==> config.mk <==
export PLATFORM = sky130hd
export DESIGN_NAME = mdag_ram
export DESIGN_NICKNAME = d
export VERILOG_FILES = /design/src/rtl/mdag_ram.sv
export SDC_FILE = /design/constraint.sdc
export NUM_CORES = 1
export LEC_CHECK = 0
export ABC_AREA = 1
export BUFFER_PORTS_ARGS = -buffer_cell sky130_fd_sc_hd__buf_2
export CAP_MARGIN = 20
export CORE_UTILIZATION = 55
export CTS_BUF_LIST = sky130_fd_sc_hd__clkbuf_8
export CTS_CLUSTER_DIAMETER = 30
export DETAILED_ROUTE_END_ITERATION = 7
export PLACE_DENSITY = 0.71
export SYNTH_ARGS = -nofsm -noshare
export SYNTH_HDL_FRONTEND = slang
export SYNTH_SLANG_ARGS = --single-unit
==> constraint.sdc <==
create_clock -name clk -period 2.9 [get_ports clk]
set_clock_uncertainty 0.05 [all_clocks]
set_input_delay 0.29 -clock clk [delete_from_list [all_inputs] [get_ports clk]]
set_output_delay 0.29 -clock clk [all_outputs]
set_load 0.1 [all_outputs]
==> src/rtl/mdag_ram.sv <==
// ----------------------------------------------------------------------------
// mdag_ram
// Generic single-write, single-read RAM with a registered read port.
// ----------------------------------------------------------------------------
`default_nettype none

module mdag_ram #(
  parameter int unsigned WIDTH = 32,
  parameter int unsigned DEPTH = 16
) (
  input  wire logic                     clk,
  input  wire logic                     we,
  input  wire logic [$clog2(DEPTH)-1:0] waddr,
  input  wire logic [WIDTH-1:0]         wdata,
  input  wire logic                     re,
  input  wire logic [$clog2(DEPTH)-1:0] raddr,
  output logic      [WIDTH-1:0]         rdata
);

  logic [WIDTH-1:0] mem_r [DEPTH];
  logic [WIDTH-1:0] rdata_r;

  always_ff @(posedge clk) begin
    if (we) begin
      mem_r[waddr] <= wdata;
    end
    if (re) begin
      rdata_r <= mem_r[raddr];
    end
  end

  assign rdata = rdata_r;

endmodule

`default_nettype wire

Word-level counts from Yosys, hierarchy flattened
Memories as Yosys holds them, arrays and structs flattened. A register that Yosys moved wholly into a read port is not among the register bits. Index checks and enable logic that the tools add are counted.

Register bits after elaboration: 0. Bits in writable memories: 512. Output and inout port bits: 32. Memories kept: 1.

Multiplexer cells: 2.

Memory list: mem_r (words 16, width 32, read ports 1, clocked after memory_dff 1, write ports 1, line 20) `logic [WIDTH-1:0] mem_r [DEPTH];`.

Operators by type and width (count): two-way mux 1 bit (2).

Depth between registers and ports, before layout
Gate-level depths: netlist (run 1).

Depth in word-level cells: 2. Mapped depth: 10. Depth with buffers taken out: 7.

Worst setup path after synthesis (run 1)
OpenSTA, ideal clock, no wires.

Path kind: input-to-reg. From: input waddr[2]. To: memory mem_r[10][0] (enable). Library setup time: 421 ps. Arrival: 1862 ps. Slack: 567 ps. Stages: 2. Buffers on the path: 0. Cells stage by stage: nand3b_1 nor2_1.

RTL lines: start, declared (line 13) `input wire logic [$clog2(DEPTH)-1:0] waddr,`; end, declared (line 20).

No word-level cell before the write port.

Worst setup path after layout (run 1)
From: register rdata_r[8] (netlist: rdata[8]) (read register of mem_r). To: output rdata[8].

RTL lines: start, declared (line 21) `logic [WIDTH-1:0] rdata_r;`; end, declared (line 17) `output logic [WIDTH-1:0] rdata`.

No word-level cell between the ends.

==> run metrics, run 1 <==
antenna-violating nets left 0; core box area 41100 µm²; GP Congestion 0.799; hold path cells 4; placed cell count 2668; Adder-Cell Fraction of Synth Area 0; global-route wire length before repair 84.7 mm; Synth Flop Type edfxtp_1; vias in the first global route 15294; Synth Area in Simple Gates 0.197; Nets 2313; first-pass iteration count of the detailed router 8; Final Cycle Share 0.654; Setup Total Neg Slack 0 ps; sequential-to-total area share from yosys stat 0.709; final hold viol count 0; clk slew on worst S/H paths 60 ps; sequential share of power 0.502; Initial Util 0.561; number of remaining DRC errors 0; crit path DAT 1560 ps; Compound-Gate Fraction of Synth Area 0; combinational power share 0.074; Post-CTS Setup Bufs 0; ranking of synthesized cells by area edfxtp_1 71%, nand2_1 11%, nand3_1 8.4%; run status completed; # H-tree levels 3; worst slew pin tran 792 ps; Crit Path Max Fanout 1; FFs w/ async S/R, synth 0; Register-to-Register Path Depth 6; commonest cells in the netlist 677 x nand2_1, 544 x edfxtp_1, 388 x inv_1; share of the synthesized area in the top cell type 0.709; vias post-DR 15232; met1 usage 0.342; # clock sinks 544; CTS Buf Count 100; Iter 0 DRT Violations 1414; power density over cell area 673 nW/µm²; CP max-delay cell buf_2; CTS Buffer Depth 3; post_cts resized 0; cell area after synthesis 23100 µm²; area of placed instances 24000 µm²; CP Data Required Time 2560 ps; clock group share of total power 0.425; Final Setup Violations 0; max_slew headroom 0.472; Synth Register Bits 544; Final Non-Filler Cells 2878; via/cell ratio 5.29; Yosys cell types 14; WL per Instance 19.1 µm; area of the die 42700 µm²; switching power total 4.22 mW; Pleak 11.3 nW; hold crit path type input pin to register; Die Height 207 µm; Site Rows 74; fin crit period 1900 ps; top-count cell post-synth nand2_1; CP Class register to output pin; Peak supply drop 0.506 mV; Tot GR Track Use 0.267; largest family of logic cells by synthesized area simple AND/OR/NAND/NOR gates; Root Driver clkbuf_8; GR Layer Usage met2 0.445; Crit. End Element output pin; final core occ 0.643; area delta synth->final 14.7%; CTS tree done; CP Launch Type register; Critical R2R Launch mem_r[3][10]; I/O pin count 75; initial antenna violation count 0; Max-Cap Viols 0; Mapped Nets 2163; Synth Warn # 0; area leader, netlist edfxtp_1; Hold Path Origin raddr[3]; hold-fix buffers at CTS 32; family with the most delay on the worst path buffers and inverters; CP bufs+invs 1; Finished Cell Area 26400 µm²; mux contribution to synthesized area 0; GR Overflow Total 0; Cells after Synth 2120; Synth Area in XOR/XNOR 0; global route hottest layer met2; share of layout cells above drive strength 1 0.121; RSZ-0062 raised after global routing false; highest clock rate 527 MHz; number of flops mapped to enable cells by yosys 544; Power Internal 13.6 mW; worst-skew pair later-pin latency 650 ps; Inserted Diodes 0; WL final 55.1 mm; Crit path depth 1; Net Sw Frac 0.237; largest net degree at the start of global routing 129; worst stage delay on the critical path 470 ps; hold slack 310 ps; reg-to-reg slack, setup 1700 ps; Port Buf Inserts 74; syn avg cell area 10.9 µm²; hold endpoint rdata[22]; M3 GR Usage 0.0515; worst-path cell chain buf_2; Post-DP HPWL 28.4 mm; Die W 207 µm; Worst R2R End rdata[10]; fin. max-slew vios 0
routing by layer:
| layer | share of wire | vias up |
|---|---|---|
| li1 | - | 7195 |
| met1 | 0.40 | 7274 |
| met2 | 0.49 | 627 |
| met3 | 0.077 | 136 |
| met4 | 0.034 | 0 |
| met5 | 0 | - |
area by class of cell:
class                   instances  area (µm²)
fillers                      3161       14700
clock buffers                 103        1420
flip-flops and latches        544       16300
inverters                     390        1470
multi-input cells            1081        4670
well taps                     532         666
repair buffers                153        1220
clock inverters                75         658
metrics by stage:
| stage | setup WS (ps) | total power [mW] |
|---|---|---|
| 2_1_floorplan | 567 | 9.94 |
| 3_3_place_gp | 710 | 10.3 |
| 3_5_place_dp | 704 | 10.3 |
| 4_1_cts | 944 | 17.9 |
| 5_1_grt | 958 | 18.3 |
| 6_report | 1000 | 17.8 |
kinds of logic (layout without fill, tap and decap cells):
family | count (synthesis) | after routing
flip-flops | 544 | 544
buffers and inverters | 495 | 721
AND/OR/NAND/NOR | 1081 | 1081
flip-flops by register name (all words and copies together) (netlist names):
signal  count
mem_r     512
rdata      32
power groups by stage:
stage	combinational (mW)	clock, mW	sequential (mW)
global route	1.42	7.99	8.93
CTS	1.31	7.64	8.92
detailed placement	1.27	0	9.08
global placement	1.25	0	9.07
finish	1.31	7.55	8.92
floorplan	0.600	0	9.34
how the worst max path moves through the flow:
stage                     startpoint      endpoint  slack (ps)
after floorplan             waddr[2]  mem_r[10][0]         570
after global placement      raddr[0]     rdata[27]         710
after detailed placement    raddr[0]      rdata[0]         700
after CTS                   rdata[8]      rdata[8]         940
after global routing        rdata[8]      rdata[8]         960
final                       rdata[8]      rdata[8]        1000
worst reg2reg max path, stage by stage (launching register included):
cell and delay, ps:
edfxtp_1 360, inv_1 60, nand2_1 40, nand3_1 120, nand3_1 130, nand3_1 130, nand2_1 60
placed cells by master (no fill, tap or decap), types with 2 or more instances in the layout:
cell           synthesis  final
buf_12                 1     13
buf_2                 41     72
buf_4                  6     35
bufinv_16              0     12
clkbuf_8               0    104
clkinv_1               0     17
clkinv_2               0     22
clkinvlp_4             0      5
dlygate4sd3_1          0     32
edfxtp_1             544    544
inv_1                388    403
inv_6                  0      3
nand2_1              677    677
nand3_1              385    385
nand3b_1               2      2
nor2_4                 0     16
Note: power is estimated with default switching activity, not from simulation.
==> inputs of run 2 (changes only) <==
==> constraint.sdc (replaced) <==
create_clock -name clk -period 1.87 [get_ports clk]
set_clock_uncertainty 0.05 [all_clocks]
set_input_delay 0.187 -clock clk [delete_from_list [all_inputs] [get_ports clk]]
set_output_delay 0.187 -clock clk [all_outputs]
set_load 0.1 [all_outputs]
==> run 2 against run 1 <==
Net effect:
- the run now ends with design-rule violations left
- final cell count is 0.87% higher
- total power is 65% higher
- wire length is 0.98% lower
==> run metrics, run 2 (synthesis results as in run 1) <==
area of placed instances 24400 µm² (+1.4%); CP Class register to output pin; Die Height 207 µm (unchanged); CP bufs+invs 1 (unchanged); power density over cell area 1080 nW/µm² (+61%); Final Non-Filler Cells 2903 (+0.87%); Reg with most FFs mem_r; # clock sinks 544 (unchanged); Crit Path Max Fanout 1 (unchanged); CP Data Required Time 1630 ps (-930 ps); DR top layer met4; vias in the first global route 15375 (+0.53%); area of the die 42700 µm² (unchanged); CTS Buf Count 105 (+5.0%); Final Setup Violations 0 (unchanged); Crit. End Element output pin; I/O pin count 75 (unchanged); Initial Util 0.561 (unchanged); Nets 2323 (+0.43%); via/cell ratio 5.28 (-0.29%); Post-DP HPWL 28.7 mm (+0.87%); wire length on met2 27.1 mm (+1.1%); Iter 0 DRT Violations 1401 (-0.92%); core box area 41100 µm² (unchanged); WL per Instance 18.8 µm (-1.8%); first-pass iteration count of the detailed router 8 (unchanged); CP max-delay cell buf_2; vias post-DR 15319 (+0.57%); Max-Cap Viols 0 (unchanged); Crit path depth 1 (unchanged); met3 routed WL 3.73 mm (-12%); share of layout cells above drive strength 1 0.128 (+0.00679); fin. max-slew vios 0 (unchanged); clk slew on worst S/H paths 60 ps (about the same); Total Power 29.3 mW (+65%); family with the most delay on the worst path buffers and inverters; largest net degree at the start of global routing 94 (-27%); CP Launch Type register; Register-to-Register Path Depth 6 (unchanged); area delta synth->final 17.7%; initial antenna violation count 1 (+1); worst stage delay on the critical path 450 ps (-20 ps); CTS tree done; run status finished, violations left; # H-tree levels 3 (unchanged); Tot GR Track Use 0.267 (-0.000280); GP Congestion 0.785 (-1.8%); number of remaining DRC errors 3 (+3); met1 WL 21.7 mm (-2.2%); fin crit period 1750 ps; highest clock rate 571 MHz; RSZ-0062 raised after global routing false; Die W 207 µm (unchanged); final setup margin 117 ps (-885 ps); Largest register FFs 512 (unchanged); hold path cells 4 (unchanged); Pleak 11.6 nW (+2.1%); final hold viol count 0 (unchanged); Finished Cell Area 27100 µm² (+2.7%); max_slew headroom 0.522 (+0.0508); Root Driver clkbuf_8; failing checks design-rule violations; Port Buf Inserts 74 (unchanged); worst-path cell chain buf_2; Final Cycle Share 0.937; dpl ws 208 ps (-496 ps); most common cell after layout, fill and taps aside nand2_1; CTS Buffer Depth 3 (unchanged); worst slew pin tran 716 ps (-76.1 ps); GR Overflow Total 0 (unchanged); Peak supply drop 0.613 mV (+21%); global-route wire length before repair 85.0 mm (+0.30%); post_cts resized 0 (unchanged); highest-count cells in the layout ignoring fill and taps 677 x nand2_1, 544 x edfxtp_1, 402 x inv_1; antenna-violating nets left 0 (unchanged); WL final 54.5 mm (-0.98%); worst-skew pair later-pin latency 680 ps (+30 ps); Site Rows 74 (unchanged); crit path DAT 1520 ps (-40 ps); placed cell count 2672 (+0.15%); hold crit path type input pin to register
run 2: area by class of cell:
type / count / area [µm²]
Clock inverter: 89 / 950
Antenna cell: 1 / 2.50
Clock buffer: 108 / 1490
Fill cell: 3045 / 14000
Tap cell: 532 / 666
Inverter: 390 / 1470
Sequential cell: 544 / 16300
Timing Repair Buffer: 158 / 1560
Multi-Input combinational cell: 1081 / 4670
run 2: worst register-to-register path: cells and delay by family, from the launching register on:
kind	cells	cell delay (ps)
buffers and inverters	1	60
DFF	1	350
and+or+nand+nor	5	490
run 2: power breakdown:
| part | internal [mW] | switching [mW] |
|---|---|---|
| Clock | 8.21 | 5.18 |
| Combinational | 0.536 | 1.56 |
| Sequential | 13.7 | 0.0802 |
| Total | 22.5 | 6.82 |
run 2: repair_timing:
| item | 4_1_cts | 5_1_grt |
|---|---|---|
| endpoints found under the hold margin | 521 | 0 |
| setup buffers | 0 | 0 |
| hold buffers | 33 | 0 |
run 2: stage by stage:
step                      hold WS [ps]  TNS [ps]   util
after floorplan                    236   -114990      -
after global placement             510         0  0.593
after detailed placement           522         0  0.593
after CTS                         54.5         0  0.660
after global routing              72.6         0  0.660
final                             95.7         0  0.660
run 2: final timing paths:
path	start	end	slack [ps]
worst max-delay path	rdata[9]	rdata[9]	120
worst min-delay path	waddr[3]	mem_r[9][24]	100
worst max register to register	mem_r[12][27]	rdata[27]	650
worst min register to register	mem_r[10][20]	rdata[20]	680
run 2: per-layer routing:
layer | track usage | vias to the layer above
met4 | 0.126 | 0
met3 | 0.0490 | 142
met2 | 0.451 | 613
li1 | - | 7236
met5 | 0 | -
met1 | 0.334 | 7328
==> inputs of run 3 (changes only) <==
--- a/config.mk
+++ b/config.mk
@@ -5,7 +5,6 @@
 export SDC_FILE = /design/constraint.sdc
 export NUM_CORES = 1
 export LEC_CHECK = 0
-export ABC_AREA = 1
 export BUFFER_PORTS_ARGS = -buffer_cell sky130_fd_sc_hd__buf_2
 export CAP_MARGIN = 20
 export CORE_UTILIZATION = 55
==> run 3 against run 2 <==
Net effect:
- the flow still finishes with violations (design-rule violations)
- worst setup slack about the same
- maximum frequency about the same
- design area down 9.4%
- clock power down 9.7%
- critical path type unchanged
- critical endpoint is now rdata[20]
==> run metrics, run 3 <==
run status finished, violations left; failing checks design-rule violations; Setup Total Neg Slack 0 ps (unchanged); CTS Buffer Depth 3 (unchanged); CP Data Required Time 1630 ps (about the same); ranking of synthesized cells by area edfxtp_1 81%, mux4_2 14%, a22oi_1 2.4%; GR Layer Usage met2 0.377 (-0.0743); Site Rows 69 (-6.8%); Post-DP HPWL 23.1 mm (-19%); syn avg cell area 24.1 µm² (+120%); Synth Warn # 0 (unchanged); WL per Instance 26.8 µm (+43%); Worst R2R End rdata[18]; vias post-DR 9735 (-36%); Max-Cap Viols 0 (unchanged); Reg with most FFs mem_r; Iter 0 DRT Violations 903 (-36%); Pleak 8.14 nW (-30%); area leader, netlist edfxtp_1; final hold viol count 0 (unchanged); I/O pin count 75 (unchanged); hold endpoint mem_r[0][15]; # clock sinks 544 (unchanged); number of flops mapped to enable cells by yosys 544 (unchanged); Cells after Synth 838 (-60%); mux contribution to synthesized area 0.143 (+0.143); Synth Flop Type edfxtp_1; RSZ-0062 raised after global routing false; CP max-delay cell buf_2; share of the synthesized area in the top cell type 0.810 (+0.101); # H-tree levels 3 (unchanged); reg-to-reg slack, setup 380 ps (-270 ps); worst-path cell chain buf_2; CP bufs+invs 1 (unchanged); Critical R2R Launch mem_r[0][18]; highest-count cells in the layout ignoring fill and taps 544 x edfxtp_1, 128 x mux4_2, 101 x clkbuf_8; Port Buf Inserts 74 (unchanged); vias in the first global route 10358 (-33%); Die W 194 µm (-6.4%); post_cts resized 0 (unchanged); Post-CTS Setup Bufs 0 (unchanged); max_slew headroom 0.380 (-0.143); family with the most delay on the worst path buffers and inverters; area delta synth->final 21.8%; cell area after synthesis 20200 µm² (-12%); initial antenna violation count 2 (+1); commonest cells in the netlist 544 x edfxtp_1, 128 x mux4_2, 64 x a22oi_1; Register-to-Register Path Depth 3 (-3); WL final 43.2 mm (-21%); Final Cycle Share 0.937 (about the same); most common cell after layout, fill and taps aside edfxtp_1; via/cell ratio 6.04 (+14%); Final Non-Filler Cells 1613 (-44%); met1 usage 0.335 (+0.00155); global route hottest layer met2; clk slew on worst S/H paths 60 ps (about the same); top-count cell post-synth edfxtp_1; FILL cells 2157 (-29%); CP Class register to output pin; power density over cell area 1130 nW/µm² (+4.4%); Peak supply drop 0.856 mV (+40%); M3 GR Usage 0.0530 (+0.00402); core box area 35800 µm² (-13%); placed cell count 1397 (-48%); Initial Util 0.563 (+0.00237); Nets 1114 (-52%); first-pass iteration count of the detailed router 8 (unchanged); Synth Area in Simple Gates 0.0125 (-0.185); fin. max-slew vios 0 (unchanged); Crit. End Element output pin; sequential-to-total area share from yosys stat 0.810 (+0.101); worst stage delay on the critical path 460 ps (about the same); number of remaining DRC errors 6 (+3); Compound-Gate Fraction of Synth Area 0.0238 (+0.0238); Root Driver clkbuf_8; global-route wire length before repair 64.2 mm (-24%); FFs w/ async S/R, synth 0 (unchanged); Synth Register Bits 544 (unchanged); area of the die 37500 µm² (-12%); Tot GR Track Use 0.239 (-0.0283); Synth Area in XOR/XNOR 0 (unchanged); highest clock rate 570 MHz (about the same); share of layout cells above drive strength 1 0.383 (+0.254); Hold Path Origin waddr[0]; worst-skew pair later-pin latency 660 ps (-20 ps); Crit Path Max Fanout 1 (unchanged); crit path DAT 1520 ps (about the same); Largest register FFs 512 (unchanged); largest net degree at the start of global routing 52 (-45%); Adder-Cell Fraction of Synth Area 0 (unchanged); antenna-violating nets left 0 (unchanged); CP Launch Type register; Mapped Nets 881 (-59%); GR Overflow Total 0 (unchanged); Yosys cell types 17 (+3); GP Congestion 0.721 (-8.2%); Final Setup Violations 0 (unchanged); hold crit path type input pin to register; CTS tree done; hold path cells 3 (-1); largest family of logic cells by synthesized area multiplexers; fin crit period 1750 ps (+0.308 ps); Die Height 194 µm (-6.4%); CTS Buf Count 100 (-4.8%); worst slew pin tran 929 ps (+212 ps)
==> run 3: cell count changes after synthesis, moves of 27 or more <==
cell | previous run | this run
mux4_2 | 0 | 128
nand2_1 | 677 | 33
buf_6 | 29 | 2
nand3_1 | 385 | 1
a22oi_1 | 0 | 64
inv_1 | 388 | 0
buf_2 | 41 | 4
==> run 3: routing by layer <==
layer / vias up / wire length (µm)
met2: 417 / 21200
li1: 4124 / -
met5: - / 0
met4: 0 / 902
met1: 5120 / 17900
met3: 74 / 3230
==> run 3: report_power, final <==
group          switching [mW]  internal [mW]  total (mW)
logic                    1.15          0.626        1.78
clock network            5.04           7.07        12.1
registers              0.0797           13.7        13.8
total                    6.27           21.4        27.7
==> run 3: layout make-up <==
| class | instances | area, µm² | share of cell area |
|---|---|---|---|
| multi-input cells | 251 | 3780 | 0.154 |
| flip-flops and latches | 544 | 16300 | 0.665 |
| clock inverters | 81 | 811 | 0.0330 |
| repair buffers | 174 | 1690 | 0.0688 |
| diodes | 2 | 5.00 | 0.000204 |
| clock buffers | 100 | 1380 | 0.0560 |
| well taps | 461 | 577 | 0.0235 |
==> run 3: kinds of logic (layout without fill, tap and decap cells) <==
| family | after synthesis | count (layout) |
|---|---|---|
| flops | 544 | 544 |
| simple gates | 59 | 59 |
| other cells | 0 | 2 |
| compound gates | 64 | 64 |
| buf+inv | 43 | 355 |
| mux | 128 | 128 |
==> run 3: worst max path at each step <==
stage / cells after the start / slack, ps / from / endpoint
after floorplan: 2 / -390 / waddr[2] / mem_r[10][0]
after global placement: 6 / 60 / raddr[0] / rdata[18]
after detailed placement: 6 / 30 / raddr[0] / rdata[2]
after CTS: 1 / 70 / rdata[29] / rdata[29]
after global routing: 1 / 90 / rdata[20] / rdata[20]
final: 1 / 120 / rdata[20] / rdata[20]
==> run 3: per-stage QoR <==
step                hold slack [ps]  setup slack [ps]   util  power (mW)  instance area, µm²
floorplan                       236              -395      -        15.1               20200
global placement                503              63.8  0.615        15.8               22000
detailed placement              507              30.6  0.615        15.8               22000
CTS                             129              69.1  0.686        27.9               24600
global route                    161              89.2  0.686        28.5               24600
finish                          178               117  0.686        27.7               24600
==> run 3: what timing repair did <==
item | CTS | global route
hold buffers | 33 | 0
setup endpoints to repair | 0 | 0
hold endpoints to repair | 544 | 0
